### config.mk
export PLATFORM = sky130hd
export DESIGN_NAME = scalar_kalman_filter_core
export DESIGN_NICKNAME = d
export VERILOG_FILES = /design/src/rtl/core/skf_pkg.sv /design/src/rtl/core/skf_div.sv /design/src/rtl/core/skf_mul.sv /design/src/rtl/core/scalar_kalman_filter_core.sv
export SDC_FILE = /design/constraint.sdc
export NUM_CORES = 2
export LEC_CHECK = 0
export ABC_AREA = 1
export BUFFER_PORTS_ARGS = -buffer_cell sky130_fd_sc_hd__buf_2
export CORE_UTILIZATION = 40
export DETAILED_ROUTE_END_ITERATION = 7
export PLACE_DENSITY_LB_ADDON = 0.1
export SLEW_MARGIN = 25
export SYNTH_ARGS = -nofsm -noshare
export SYNTH_HDL_FRONTEND = slang
export SYNTH_SLANG_ARGS = --single-unit
### constraint.sdc
create_clock -name clock -period 16.4 [get_ports clock]
set_clock_uncertainty 0.1 [all_clocks]
set_input_delay 3.28 -clock clock [delete_from_list [all_inputs] [get_ports clock]]
set_output_delay 3.28 -clock clock [all_outputs]
set_load 0.01 [all_outputs]
### src/rtl/core/skf_pkg.sv
`timescale 1ns / 1ps
// shared types and constants for the scalar kalman filter core
// no dependencies; used by skf_div, skf_mul and scalar_kalman_filter_core

package skf_pkg;

   localparam int DATA_W            = 32;
   localparam int FRAC_BITS_DEFAULT = 16;
   localparam int CSR_ADDR_W        = 2;

   // multiplier operand width: 32-bit values plus a sign bit
   localparam int MUL_W  = DATA_W + 1;
   localparam int PROD_W = 2 * MUL_W;

   // register indexes on the csr port
   typedef enum logic [CSR_ADDR_W-1:0] {
      CSR_PROCESS_NOISE  = 2'd0,
      CSR_MEASURE_NOISE  = 2'd1,
      CSR_START_ESTIMATE = 2'd2,
      CSR_START_ERROR    = 2'd3
   } csr_index_type;

   // register reset values
   localparam logic [DATA_W-1:0] RST_PROCESS_NOISE  = 32'd655;
   localparam logic [DATA_W-1:0] RST_MEASURE_NOISE  = 32'd78643;
   localparam logic [DATA_W-1:0] RST_START_ESTIMATE = 32'd0;
   localparam logic [DATA_W-1:0] RST_START_ERROR    = 32'd65536;

   // sequencer states
   typedef enum logic [2:0] {
      ST_IDLE,
      ST_DIV,
      ST_MUL_GAIN,
      ST_MUL_ERR,
      ST_MUL_NOISE,
      ST_SUM,
      ST_DONE
   } skf_state_type;

   // what the shared multiplier is fed with
   typedef enum logic [1:0] {
      MSEL_GAIN_INNOV,
      MSEL_COMP_ERR,
      MSEL_MAG_NOISE
   } skf_mul_sel_type;

endpackage

### src/rtl/core/skf_div.sv
`timescale 1ns / 1ps
// iterative restoring divider for the filter gain, one quotient bit per cycle
// depends on skf_pkg

module skf_div #(
   parameter int FRAC_BITS = skf_pkg::FRAC_BITS_DEFAULT
) (
   input  logic                         clock,
   input  logic                         reset,
   input  logic                         start,
   input  logic [skf_pkg::DATA_W-1:0]   num,   // must be below den
   input  logic [skf_pkg::DATA_W:0]     den,
   output logic                         done,
   output logic [FRAC_BITS-1:0]         quo
);

   localparam int CNT_W = $clog2(FRAC_BITS + 1);
   localparam int REM_W = skf_pkg::DATA_W + 2;

   logic [REM_W-1:0]            rem_ff, rem_in;
   logic [skf_pkg::DATA_W:0]    den_ff, den_in;
   logic [FRAC_BITS-1:0]        quo_ff, quo_in;
   logic [CNT_W-1:0]            cnt_ff, cnt_in;
   logic                        busy_ff, busy_in;
   logic                        done_ff, done_in;

   logic [REM_W-1:0] rem_sh;
   logic [REM_W-1:0] rem_diff;
   logic             fits;

   always_comb begin
      rem_sh   = {rem_ff[REM_W-2:0], 1'b0};
      rem_diff = rem_sh - {1'b0, den_ff};
      fits     = rem_sh >= {1'b0, den_ff};
   end

   always_comb begin
      rem_in  = rem_ff;
      den_in  = den_ff;
      quo_in  = quo_ff;
      cnt_in  = cnt_ff;
      busy_in = busy_ff;
      done_in = 1'b0;
      if (start) begin
         rem_in  = {2'b00, num};
         den_in  = den;
         quo_in  = '0;
         cnt_in  = CNT_W'(FRAC_BITS);
         busy_in = 1'b1;
      end else if (busy_ff) begin
         rem_in = fits ? rem_diff : rem_sh;
         quo_in = {quo_ff[FRAC_BITS-2:0], fits};
         cnt_in = cnt_ff - 1'b1;
         if (cnt_ff == CNT_W'(1)) begin
            busy_in = 1'b0;
            done_in = 1'b1;
         end
      end
   end

   always_ff @(posedge clock) begin
      if (reset) begin
         busy_ff <= 1'b0;
         done_ff <= 1'b0;
         cnt_ff  <= '0;
      end else begin
         busy_ff <= busy_in;
         done_ff <= done_in;
         cnt_ff  <= cnt_in;
      end
      rem_ff <= rem_in;
      den_ff <= den_in;
      quo_ff <= quo_in;
   end

   assign done = done_ff;
   assign quo  = quo_ff;

endmodule

### src/rtl/core/skf_mul.sv
`timescale 1ns / 1ps
// shared signed multiplier with a registered product
// depends on skf_pkg

module skf_mul (
   input  logic                                clock,
   input  logic signed [skf_pkg::MUL_W-1:0]    mul_a,
   input  logic signed [skf_pkg::MUL_W-1:0]    mul_b,
   output logic signed [skf_pkg::PROD_W-1:0]   prod
);

   logic signed [skf_pkg::PROD_W-1:0] prod_ff, prod_in;

   always_comb begin
      prod_in = skf_pkg::PROD_W'(mul_a) * skf_pkg::PROD_W'(mul_b);
   end

   always_ff @(posedge clock) begin
      prod_ff <= prod_in;
   end

   assign prod = prod_ff;

endmodule

### src/rtl/core/scalar_kalman_filter_core.sv
`timescale 1ns / 1ps
// one-dimensional fixed-point kalman filter, top level with the sequencer
// depends on skf_pkg, skf_div and skf_mul

// Each req beat carries one signed Q15.16 measurement (FRAC_BITS fraction bits) and
// produces exactly one rsp beat with the updated estimate and the updated error.
// The gain error/(error+measure_noise) comes from a restoring divider that makes one
// quotient bit per cycle; the three products (gain times innovation, one minus gain
// times error, residual times process noise) then go one after another through a
// single registered 33x33 multiplier. An item passes through the divider's bit loop
// and then four multiplier/adder steps before rsp_tvalid rises; req_tready is high
// only while the core is idle. The finished beat sits in an output register, so the
// next sample can be taken while it waits. Writing start_estimate or start_error
// through the csr port also loads the running estimate or error; csr writes belong
// in idle periods only.

module scalar_kalman_filter_core #(
   parameter int FRAC_BITS = skf_pkg::FRAC_BITS_DEFAULT
) (
   input  logic                                   clock,
   input  logic                                   reset,
   // measurement beats
   input  logic                                   req_tvalid,
   output logic                                   req_tready,
   input  logic [skf_pkg::DATA_W-1:0]             req_tdata,   // [31:0] sample
   // result beats
   output logic                                   rsp_tvalid,
   input  logic                                   rsp_tready,
   output logic [2*skf_pkg::DATA_W-1:0]           rsp_tdata,   // [31:0] filtered,
                                                              // [63:32] uncertainty
   // register writes
   input  logic                                   csr_we,
   input  logic [skf_pkg::CSR_ADDR_W-1:0]         csr_addr,
   input  logic [skf_pkg::DATA_W-1:0]             csr_wdata
);

   localparam int DW    = skf_pkg::DATA_W;
   localparam int MW    = skf_pkg::MUL_W;
   localparam int GW    = FRAC_BITS + 1;
   localparam int T2W   = 2 * DW - FRAC_BITS;
   localparam logic [GW-1:0] GAIN_ONE = {1'b1, {FRAC_BITS{1'b0}}};

   // registers
   logic [DW-1:0] process_noise_ff, measure_noise_ff;
   logic [DW-1:0] est_ff, est_in;
   logic [DW-1:0] err_ff, err_in;
   logic [DW-1:0] meas_ff;
   logic [GW-1:0] gain_ff;
   logic [DW-1:0] newest_ff;
   logic [DW-1:0] t1_ff;
   logic [DW-1:0] sum_ff;
   logic [DW-1:0] out_filtered_ff, out_uncert_ff;
   logic          rsp_tvalid_ff, rsp_tvalid_in;

   skf_pkg::skf_state_type state_ff, state_in;

   // sequencer outputs
   logic                     div_start;
   logic                     load_meas;
   logic                     load_gain;
   logic                     load_newest;
   logic                     load_t1;
   logic                     load_sum;
   logic                     commit;
   skf_pkg::skf_mul_sel_type mul_sel;

   // datapath
   logic                         req_beat;
   logic                         out_free;
   logic                         div_done;
   logic [FRAC_BITS-1:0]         div_quo;
   logic [DW:0]                  den;
   logic [GW-1:0]                gain_sel;
   logic signed [MW-1:0]         innov;
   logic [GW-1:0]                gain_comp;
   logic signed [MW-1:0]         diff;
   logic [MW-1:0]                mag_full;
   logic [DW-1:0]                mag;
   logic signed [MW-1:0]         mul_a, mul_b;
   logic signed [skf_pkg::PROD_W-1:0] prod;
   logic [DW+1:0]                newest_sum;
   logic [T2W:0]                 err_sum;
   logic [DW-1:0]                err_sat;

   assign req_beat = req_tvalid && req_tready;
   assign out_free = !rsp_tvalid_ff || rsp_tready;

   // gain denominator kept one bit wider so it never wraps
   assign den = {1'b0, err_ff} + {1'b0, measure_noise_ff};

   skf_div #(
      .FRAC_BITS (FRAC_BITS)
   ) u_div (
      .clock (clock),
      .reset (reset),
      .start (div_start),
      .num   (err_ff),
      .den   (den),
      .done  (div_done),
      .quo   (div_quo)
   );

   skf_mul u_mul (
      .clock (clock),
      .mul_a (mul_a),
      .mul_b (mul_b),
      .prod  (prod)
   );

   always_comb begin
      // zero measure noise: error/error is exactly one, or zero when both are zero
      if (measure_noise_ff == '0) begin
         gain_sel = (err_ff != '0) ? GAIN_ONE : '0;
      end else begin
         gain_sel = {1'b0, div_quo};
      end

      innov     = $signed({meas_ff[DW-1], meas_ff}) - $signed({est_ff[DW-1], est_ff});
      gain_comp = GAIN_ONE - gain_ff;

      // residual between the new estimate and the measurement
      diff     = $signed({newest_ff[DW-1], newest_ff}) - $signed({meas_ff[DW-1], meas_ff});
      mag_full = diff[MW-1] ? MW'(-diff) : MW'(diff);
      mag      = mag_full[MW-1] ? '1 : mag_full[DW-1:0];

      case (mul_sel)
         skf_pkg::MSEL_GAIN_INNOV: begin
            mul_a = $signed(MW'(gain_ff));
            mul_b = innov;
         end
         skf_pkg::MSEL_COMP_ERR: begin
            mul_a = $signed(MW'(gain_comp));
            mul_b = $signed({1'b0, err_ff});
         end
         skf_pkg::MSEL_MAG_NOISE: begin
            mul_a = $signed({1'b0, mag});
            mul_b = $signed({1'b0, process_noise_ff});
         end
         default: begin
            mul_a = '0;
            mul_b = '0;
         end
      endcase

      // floor shift of the gain product, added to the old estimate
      newest_sum = prod[FRAC_BITS+DW+1:FRAC_BITS] + {{2{est_ff[DW-1]}}, est_ff};

      // truncated error terms, sum saturated at all ones
      err_sum = (T2W + 1)'(t1_ff) + {1'b0, prod[2*DW-1:FRAC_BITS]};
      err_sat = (|err_sum[T2W:DW]) ? '1 : err_sum[DW-1:0];
   end

   // next state
   always_comb begin
      state_in = state_ff;
      case (state_ff)
         skf_pkg::ST_IDLE:      if (req_beat) state_in = skf_pkg::ST_DIV;
         skf_pkg::ST_DIV:       if (div_done) state_in = skf_pkg::ST_MUL_GAIN;
         skf_pkg::ST_MUL_GAIN:  state_in = skf_pkg::ST_MUL_ERR;
         skf_pkg::ST_MUL_ERR:   state_in = skf_pkg::ST_MUL_NOISE;
         skf_pkg::ST_MUL_NOISE: state_in = skf_pkg::ST_SUM;
         skf_pkg::ST_SUM:       state_in = skf_pkg::ST_DONE;
         skf_pkg::ST_DONE:      if (out_free) state_in = skf_pkg::ST_IDLE;
         default:               state_in = skf_pkg::ST_IDLE;
      endcase
   end

   // sequencer outputs
   always_comb begin
      req_tready  = 1'b0;
      div_start   = 1'b0;
      load_meas   = 1'b0;
      load_gain   = 1'b0;
      load_newest = 1'b0;
      load_t1     = 1'b0;
      load_sum    = 1'b0;
      commit      = 1'b0;
      mul_sel     = skf_pkg::MSEL_GAIN_INNOV;
      case (state_ff)
         skf_pkg::ST_IDLE: begin
            // no beat is taken while reset is held
            req_tready = !reset;
            div_start  = req_tvalid;
            load_meas  = req_tvalid;
         end
         skf_pkg::ST_DIV: begin
            load_gain = div_done;
         end
         skf_pkg::ST_MUL_GAIN: begin
            mul_sel = skf_pkg::MSEL_GAIN_INNOV;
         end
         skf_pkg::ST_MUL_ERR: begin
            load_newest = 1'b1;
            mul_sel     = skf_pkg::MSEL_COMP_ERR;
         end
         skf_pkg::ST_MUL_NOISE: begin
            load_t1 = 1'b1;
            mul_sel = skf_pkg::MSEL_MAG_NOISE;
         end
         skf_pkg::ST_SUM: begin
            load_sum = 1'b1;
         end
         skf_pkg::ST_DONE: begin
            commit = out_free;
         end
         default: begin
            req_tready = 1'b0;
         end
      endcase
   end

   // running state: csr loads, then the committed update
   always_comb begin
      est_in = est_ff;
      err_in = err_ff;
      if (csr_we && csr_addr == skf_pkg::CSR_START_ESTIMATE) est_in = csr_wdata;
      if (csr_we && csr_addr == skf_pkg::CSR_START_ERROR)    err_in = csr_wdata;
      if (commit) begin
         est_in = newest_ff;
         err_in = sum_ff;
      end
   end

   always_comb begin
      rsp_tvalid_in = rsp_tvalid_ff;
      if (commit) begin
         rsp_tvalid_in = 1'b1;
      end else if (rsp_tready) begin
         rsp_tvalid_in = 1'b0;
      end
   end

   always_ff @(posedge clock) begin
      if (reset) begin
         state_ff          <= skf_pkg::ST_IDLE;
         rsp_tvalid_ff     <= 1'b0;
         process_noise_ff  <= skf_pkg::RST_PROCESS_NOISE;
         measure_noise_ff  <= skf_pkg::RST_MEASURE_NOISE;
         est_ff            <= skf_pkg::RST_START_ESTIMATE;
         err_ff            <= skf_pkg::RST_START_ERROR;
      end else begin
         state_ff      <= state_in;
         rsp_tvalid_ff <= rsp_tvalid_in;
         est_ff        <= est_in;
         err_ff        <= err_in;
         // start values only load the running state, handled above
         if (csr_we) begin
            case (csr_addr)
               skf_pkg::CSR_PROCESS_NOISE:  process_noise_ff  <= csr_wdata;
               skf_pkg::CSR_MEASURE_NOISE:  measure_noise_ff  <= csr_wdata;
               default:                     process_noise_ff  <= process_noise_ff;
            endcase
         end
      end
   end

   // payload registers
   always_ff @(posedge clock) begin
      if (load_meas)   meas_ff   <= req_tdata;
      if (load_gain)   gain_ff   <= gain_sel;
      if (load_newest) newest_ff <= newest_sum[DW-1:0];
      if (load_t1)     t1_ff     <= prod[FRAC_BITS+DW-1:FRAC_BITS];
      if (load_sum)    sum_ff    <= err_sat;
      if (commit) begin
         out_filtered_ff <= newest_ff;
         out_uncert_ff   <= sum_ff;
      end
   end

   assign rsp_tvalid = rsp_tvalid_ff;
   assign rsp_tdata  = {out_uncert_ff, out_filtered_ff};

`ifndef ASSERT_OFF
   // the divider only finishes while the sequencer waits for it
   a_div_done_in_div: assert property (@(posedge clock) disable iff (reset)
      div_done |-> state_ff == skf_pkg::ST_DIV)
      else $error("divider finished outside the divide state");

   // an accepted sample always starts a division
   a_beat_starts_div: assert property (@(posedge clock) disable iff (reset)
      req_beat |=> state_ff == skf_pkg::ST_DIV)
      else $error("accepted sample did not enter the divide state");

   // the gain never exceeds one
   a_gain_bound: assert property (@(posedge clock) disable iff (reset)
      load_gain |-> gain_sel <= GAIN_ONE)
      else $error("gain above one");

   // a finished item waits while the previous result is still held
   a_done_waits: assert property (@(posedge clock) disable iff (reset)
      (state_ff == skf_pkg::ST_DONE && rsp_tvalid_ff && !rsp_tready)
      |=> state_ff == skf_pkg::ST_DONE && rsp_tvalid_ff)
      else $error("result overwritten before it was taken");

   // the running state only moves on a commit or a csr load
   a_state_hold: assert property (@(posedge clock) disable iff (reset)
      (!commit && !csr_we) |=> $stable(est_ff) && $stable(err_ff))
      else $error("running estimate changed without a commit");
`endif

endmodule
* After elaboration in Yosys (flattened, before gate mapping)
Index checks and enable logic that the tools add are counted.
** Word-level totals
- Register bits :: 494
- Bits of input ports :: 71
- Output and inout port bits :: 66
- Word-level logic and storage cells :: 104
** Cells by class
- Add/subtract/negate cells :: 9
- Multiply operators :: 1
- $lt $le $gt $ge :: 1
- Equality and inequality tests :: 15
- Multiplexer cells :: 33
- Bitwise logic cells :: 1
- Reductions and logical operators :: 21
** Operator list (number)
- 2-to-1 mux 32 bit :: 7
- one-hot mux 33 bit (3 select lines) :: 1
- one-hot mux 32 bit (3 select lines) :: 1
- 2-to-1 mux 33 bit :: 2
- subtractor 32 x 32 -> 33 bit :: 2
- multiplier 33 x 33 -> 64 bit :: 1
- adder 32 x 48 -> 49 bit :: 1
- >= comparator 34 x 33 -> 1 bit :: 1
- adder 32 x 32 -> 33 bit :: 1
- negation 33 bit :: 1
- subtractor 33 bit :: 1
- adder 32 bit :: 1
- zero test 32 bit :: 1
- nonzero test 32 bit :: 1
- one-hot mux 3 bit (7 select lines) :: 1
- 2-to-1 mux 17 bit :: 1
- OR reduction 17 bit :: 1
- subtractor 17 bit, first input constant :: 1
- 2-to-1 mux 16 bit :: 1
- 2-to-1 mux 1 bit :: 13
- 2-to-1 mux 5 bit :: 2
- equality test 3 bit, second input constant :: 3
- 2-to-1 mux 3 bit :: 3
- nonzero test 2 bit :: 4
- other kinds (19) :: 29

* Depth between registers and ports, before layout
- Depth after elaboration :: 6
- Gate-level depth with buffers :: 55
- Depth with buffers taken out :: 53

* By module
From an unflattened synthesis, not the netlist that was laid out.
** Unflattened totals
- Cells, all modules :: 9934
- Area total of the unflattened synthesis :: 74380.1 um2
** By module, submodules not included
- skf_mul :: times used 1, cells an instance 5562, area each 43315.3 um2, sequential area each 1321.3 um2
- scalar_kalman_filter_core :: times used 1, cells an instance 3417, area each 24566.1 um2, sequential area each 8918.6 um2
- skf_div :: times used 1, cells an instance 955, area each 6498.7 um2, sequential area each 2432.3 um2

* Least setup slack after synthesis
OpenSTA, ideal clock, no wires.
- Path type :: in2reg
- Start :: input req_tvalid
- End :: register u_div.quo_ff[10] (netlist: u_div.quo[10])
- Arrival :: 8.995 ns
- Setup slack :: 7.189 ns
- Stages :: 8
- Path through :: inv_1 nor2_1 clkinv_1 nand2_1 inv_1 clkbuf_1 a22oi_1 inv_1
** On the way
- Word-level cells in the longest chain between the ends :: 1
** Ends and longest elaborated chain
- start: declaration :: RTL line scalar_kalman_filter_core.sv:23 : input logic req_tvalid,
- 2-to-1 mux 1 bit :: RTL line scalar_kalman_filter_core.sv:179 : case (state_ff)
- via div_start :: RTL line scalar_kalman_filter_core.sv:58 : logic div_start;
- end signal: assignment :: RTL line skf_div.sv:73 : quo_ff <= quo_in;
- end: declaration :: RTL line skf_div.sv:22 : logic [FRAC_BITS-1:0] quo_ff, quo_in;
The timed path passes the listed nets, and every way through them passes these cells.
A chain may end at the register's enable or synchronous reset.

* Worst setup path after layout
- Start :: register meas_ff[0]
- End :: register u_mul.prod_ff (netlist bit u_mul.prod[55])
** On the way
- Word-level cells in the longest chain between the ends :: 6
- Elaborated cells on any way between the ends :: 8
** Ends and longest elaborated chain
- start: declaration :: RTL line scalar_kalman_filter_core.sv:47 : logic [DW-1:0] meas_ff;
- start signal: assignment :: RTL line scalar_kalman_filter_core.sv:259 : if (load_meas) meas_ff <= req_tdata;
- subtractor 32 x 32 -> 33 bit :: RTL line scalar_kalman_filter_core.sv:122 : diff = $signed({newest_ff[DW-1], newest_ff}) - $signed({meas_ff[DW-1], meas_ff});
- negation 33 bit :: RTL line scalar_kalman_filter_core.sv:123 : mag_full = diff[MW-1] ? MW'(-diff) : MW'(diff);
- 2-to-1 mux 33 bit :: RTL line scalar_kalman_filter_core.sv:123
- 2-to-1 mux 32 bit :: RTL line scalar_kalman_filter_core.sv:124 : mag = mag_full[MW-1] ? '1 : mag_full[DW-1:0];
- one-hot mux 32 bit (3 select lines) :: RTL line scalar_kalman_filter_core.sv:126 : case (mul_sel)
- multiplier 33 x 33 -> 64 bit (*) :: RTL line skf_mul.sv:15 : prod_in = skf_pkg::PROD_W'(mul_a) * skf_pkg::PROD_W'(mul_b);
- via u_mul.prod_in (one bit) :: RTL line skf_mul.sv:12 : logic signed [skf_pkg::PROD_W-1:0] prod_ff, prod_in;
- end signal: assignment :: RTL line skf_mul.sv:19 : prod_ff <= prod_in;
- end: declaration :: RTL line skf_mul.sv:12
The timed path passes the listed nets; every way through them passes the cells marked *.

==> impl_metrics.yaml <==
worst_hold_path:
  hold_end: "out_filtered_ff[31]"
  min_from: "newest_ff[31]"
  hold_depth: 0
  hold_path.class: "reg2reg"
synth:
  synth-seq-cells: 478
  syn_area_um2: 63090
  syn_nets: 9336
  yosys.cell_types.count: 70
  syn_inst: 7851
  syn_area_per_cell_um2: 8.036
  ys_seq_area_share_pct: 19.51
  synth_top_family_by_area: "adder cells"
  synth_edf_count: 274
  yosys.area_share.simple_pct: 17.72
  synth.mux.area_fraction_pct: 0
  yosysWarnings: 0
  synth_flop_cell: "edfxtp_1"
  synthAdderAreaFrac_pct: 39.14
  synth-xor-area-share_pct: 2.707
  synth_compound_area_share_pct: 8.883
  async_reset_ff_share_pct: 0
setup_path:
  crit_required_ns: 16.76
  cp_max_fo: 22
  crit_path_start: "meas_ff[0]"
  worst-setup-path-type: "reg2reg"
  timing.rr.end: "u_mul.prod[55]"
  cp_common_cell: "nand2_1"
  arrival_ns: 12.35
  reg2regPathDepth: 45
  worst_setup_path_end_kind: "flip-flop"
  crit_slowest_cell: "clkinv_1"
  r2r_start: "meas_ff[0]"
  cp-start-kind: "flip-flop"
  critPathMaxStageDelay_ns: 0.84
  regToRegSetupSlack_ns: 4.41
drt:
  viasPerCell: 5.316
  post-route-drc-count: 0
  wl_per_cell_um: 24.17
  vias: 53130
  drt-total-wl_um: 241600
  drtIter0Drc: 4638
  dr.pass1.iters: 6
  final_antenna_net_count: 0
clocking:
  postCtsSetupRepairBufs: 0
  cts_hold_buf: 0
  tritoncts: "yes"
  clkSinkCount: 478
  insertion_delay_ns: 0.67
  cts-root-buf: "clkbuf_16"
  htreeDepth: 2
  cts_resized: 0
  clk_pin_slew_worst_paths_ns: 0.07
  clock_path_buffers: 3
  cts_made_buffers: 55
sta:
  setup_tns_ns: 0
  slew_headroom_pct: 28.62
  worstMarginPinSlew_ns: 1.068
  fmax_mhz: 83.38
  hold_violations: 0
  rsz0062_at_grt: "no"
  setup_viol: 0
  finalCriticalPeriod_ns: 11.99
  report.final.slew_viol_count: 0
  post-route-period-util_pct: 73.13
job:
  maxCapViolCount: 0
global_routing:
  overflow: 0
  grt_pass1_wl_um: 355200
  grt_max_degree: 98
  grt_pass1_vias: 53170
  antenna_found_initial: 8
  track_usage_pct: 30.44
finish:
  final_nets: 9373
  drive_above_1_share_pct: 5.331
  areaGrowthSynthToFinish_pct: 7.558
  nFillCells: 16090
place:
  io_buffers: 136
  routabilityCongestion: 0.9494
  dpl.hpwl_um: 197400
floorplan:
  num_rows: 145
  fp.dieW_um: 399.1
  die-height_um: 399.1
  fp.coreArea_um2: 156400
  die_area_um2: 159300
  start_util_pct: 40.34
  ioPinCount: 137
outcome:
  status: "complete, no violations"
-- synthesized netlist by cell type (all sizes together) (2+ instances only) --
cell     number  area share, %
nor4         16           0.16
nor3b         3          0.044
buf          85           0.72
xnor2        81            1.1
a21oi       356            2.8
o211ai       40           0.48
a21boi        6          0.071
a211oi       13           0.15
nand3       174            1.4
a21o          7          0.083
o21bai       12           0.14
a32o          2          0.032
inv        1718             10
xor2        114            1.6
and2          2          0.020
o21ai       379            3.0
clkbuf      162           0.96
edfxtp      274             13
nand3b       10           0.12
fa          933             30
nand2      1604            9.7
and3          5          0.050
o221a         4          0.071
clkinv       20           0.13
nor3         41           0.33
ha          481            9.5
o221ai        4          0.056
o21a         34           0.40
o31ai         6          0.093
nor2        869            5.2
a31oi        93           0.93
a22oi        15           0.18
nand4        49           0.50
a311oi        2          0.028
dfxtp       204            6.5
o311ai        3          0.042
o22ai         9          0.089
or2          10          0.099
a2111oi       2          0.028
-- final cells by class --
| cell class | count | area (µm²) | area share [%] |
|---|---|---|---|
| Multi-Input combinational cell | 5388 | 43260 | 63.75 |
| Sequential cell | 478 | 12310 | 18.14 |
| Inverter | 1738 | 6533 | 9.627 |
| Tap cell | 2058 | 2575 | 3.795 |
| Clock buffer | 72 | 1500 | 2.211 |
| Timing Repair Buffer | 227 | 1364 | 2.010 |
| Clock inverter | 32 | 310.3 | 0.4573 |
| Antenna cell | 2 | 5.005 | 0.007375 |
-- logic make-up (layout without fill, tap and decap cells) --
group,count (synthesis),after routing
AO/OA/AOI/OAI,995,995
XOR/XNOR,195,195
adder cells (fa/ha/maj),1414,1414
buffers and inverters,1985,2069
flip-flops,478,478
other,0,2
AND/OR/NAND/NOR,2784,2784
-- metal layers --
layer	track usage [%]	vias to the layer above	part of all wire (%)
li1	-	24190	-
met1	41.74	26920	43
met2	49.75	1720	47
met3	3.681	298	6.2
met4	10.11	4	3.8
met5	0	-	0.0087
-- per-stage QoR --
step | hold slack (ns) | instance area, µm² | setup slack [ns] | instances | util (%)
2_1_floorplan | 0.3264 | 63090 | 7.189 | 7851 | -
3_3_place_gp | 0.3287 | 66030 | 4.589 | 9889 | 42.22
3_5_place_dp | 0.3424 | 66030 | 4.592 | 9889 | 42.22
4_1_cts | 0.3450 | 67840 | 4.514 | 9993 | 43.38
5_1_grt | 0.3317 | 67850 | 3.661 | 9993 | 43.39
6_report | 0.3320 | 67860 | 4.407 | 9995 | 43.39
-- flip-flops by register name, indices dropped and copies added, names as in the netlist, 3 cells and up --
| signal | flops |
|---|---|
| state_ff | 3 |
| gain_ff | 17 |
| out_filtered_ff | 32 |
| out_uncert_ff | 32 |
| t1_ff | 32 |
| u_div.cnt_ff | 5 |
| u_div.rem_ff | 33 |
| sum_ff | 32 |
| measure_noise_ff | 32 |
| newest_ff | 32 |
| u_div.quo | 16 |
| process_noise_ff | 32 |
| est_ff | 32 |
| meas_ff | 32 |
| u_mul.prod | 48 |
| err_ff | 32 |
| u_div.den_ff | 33 |
-- how the worst max path moves through the flow --
stage | endpoint | slack, ns | depth (start not counted)
after floorplan | u_div.quo[10] | 7.19 | 8
after global placement | u_mul.prod[55] | 4.59 | 45
after detailed placement | u_mul.prod[48] | 4.59 | 46
after CTS | u_mul.prod[48] | 4.51 | 46
after global routing | u_mul.prod[60] | 3.66 | 48
final | u_mul.prod[55] | 4.41 | 45
-- worst max-delay path: cells and delay by family (launching register included) --
family / cells / cell delay, ns
adders and majority gates: 11 / 4.99
xor gates and xnor gates: 2 / 0.35
and+or+nand+nor: 21 / 2.88
AOI/OAI and AO/OA: 2 / 0.61
buffers and inverters: 9 / 2.37
DFF: 1 / 0.42
-- layout by cell type, fill, tap and decap left out, drive strengths merged, types with 174 or more instances in the layout --
master / instances
o21ai: 379
buf: 227
nand2: 1604
nor2: 869
edfxtp: 274
nand3: 174
dfxtp: 204
inv: 1721
a21oi: 356
fa: 933
ha: 481
Power is not shown: default switching activity piles up to over one toggle a cycle in this logic, so the estimate is an artifact.
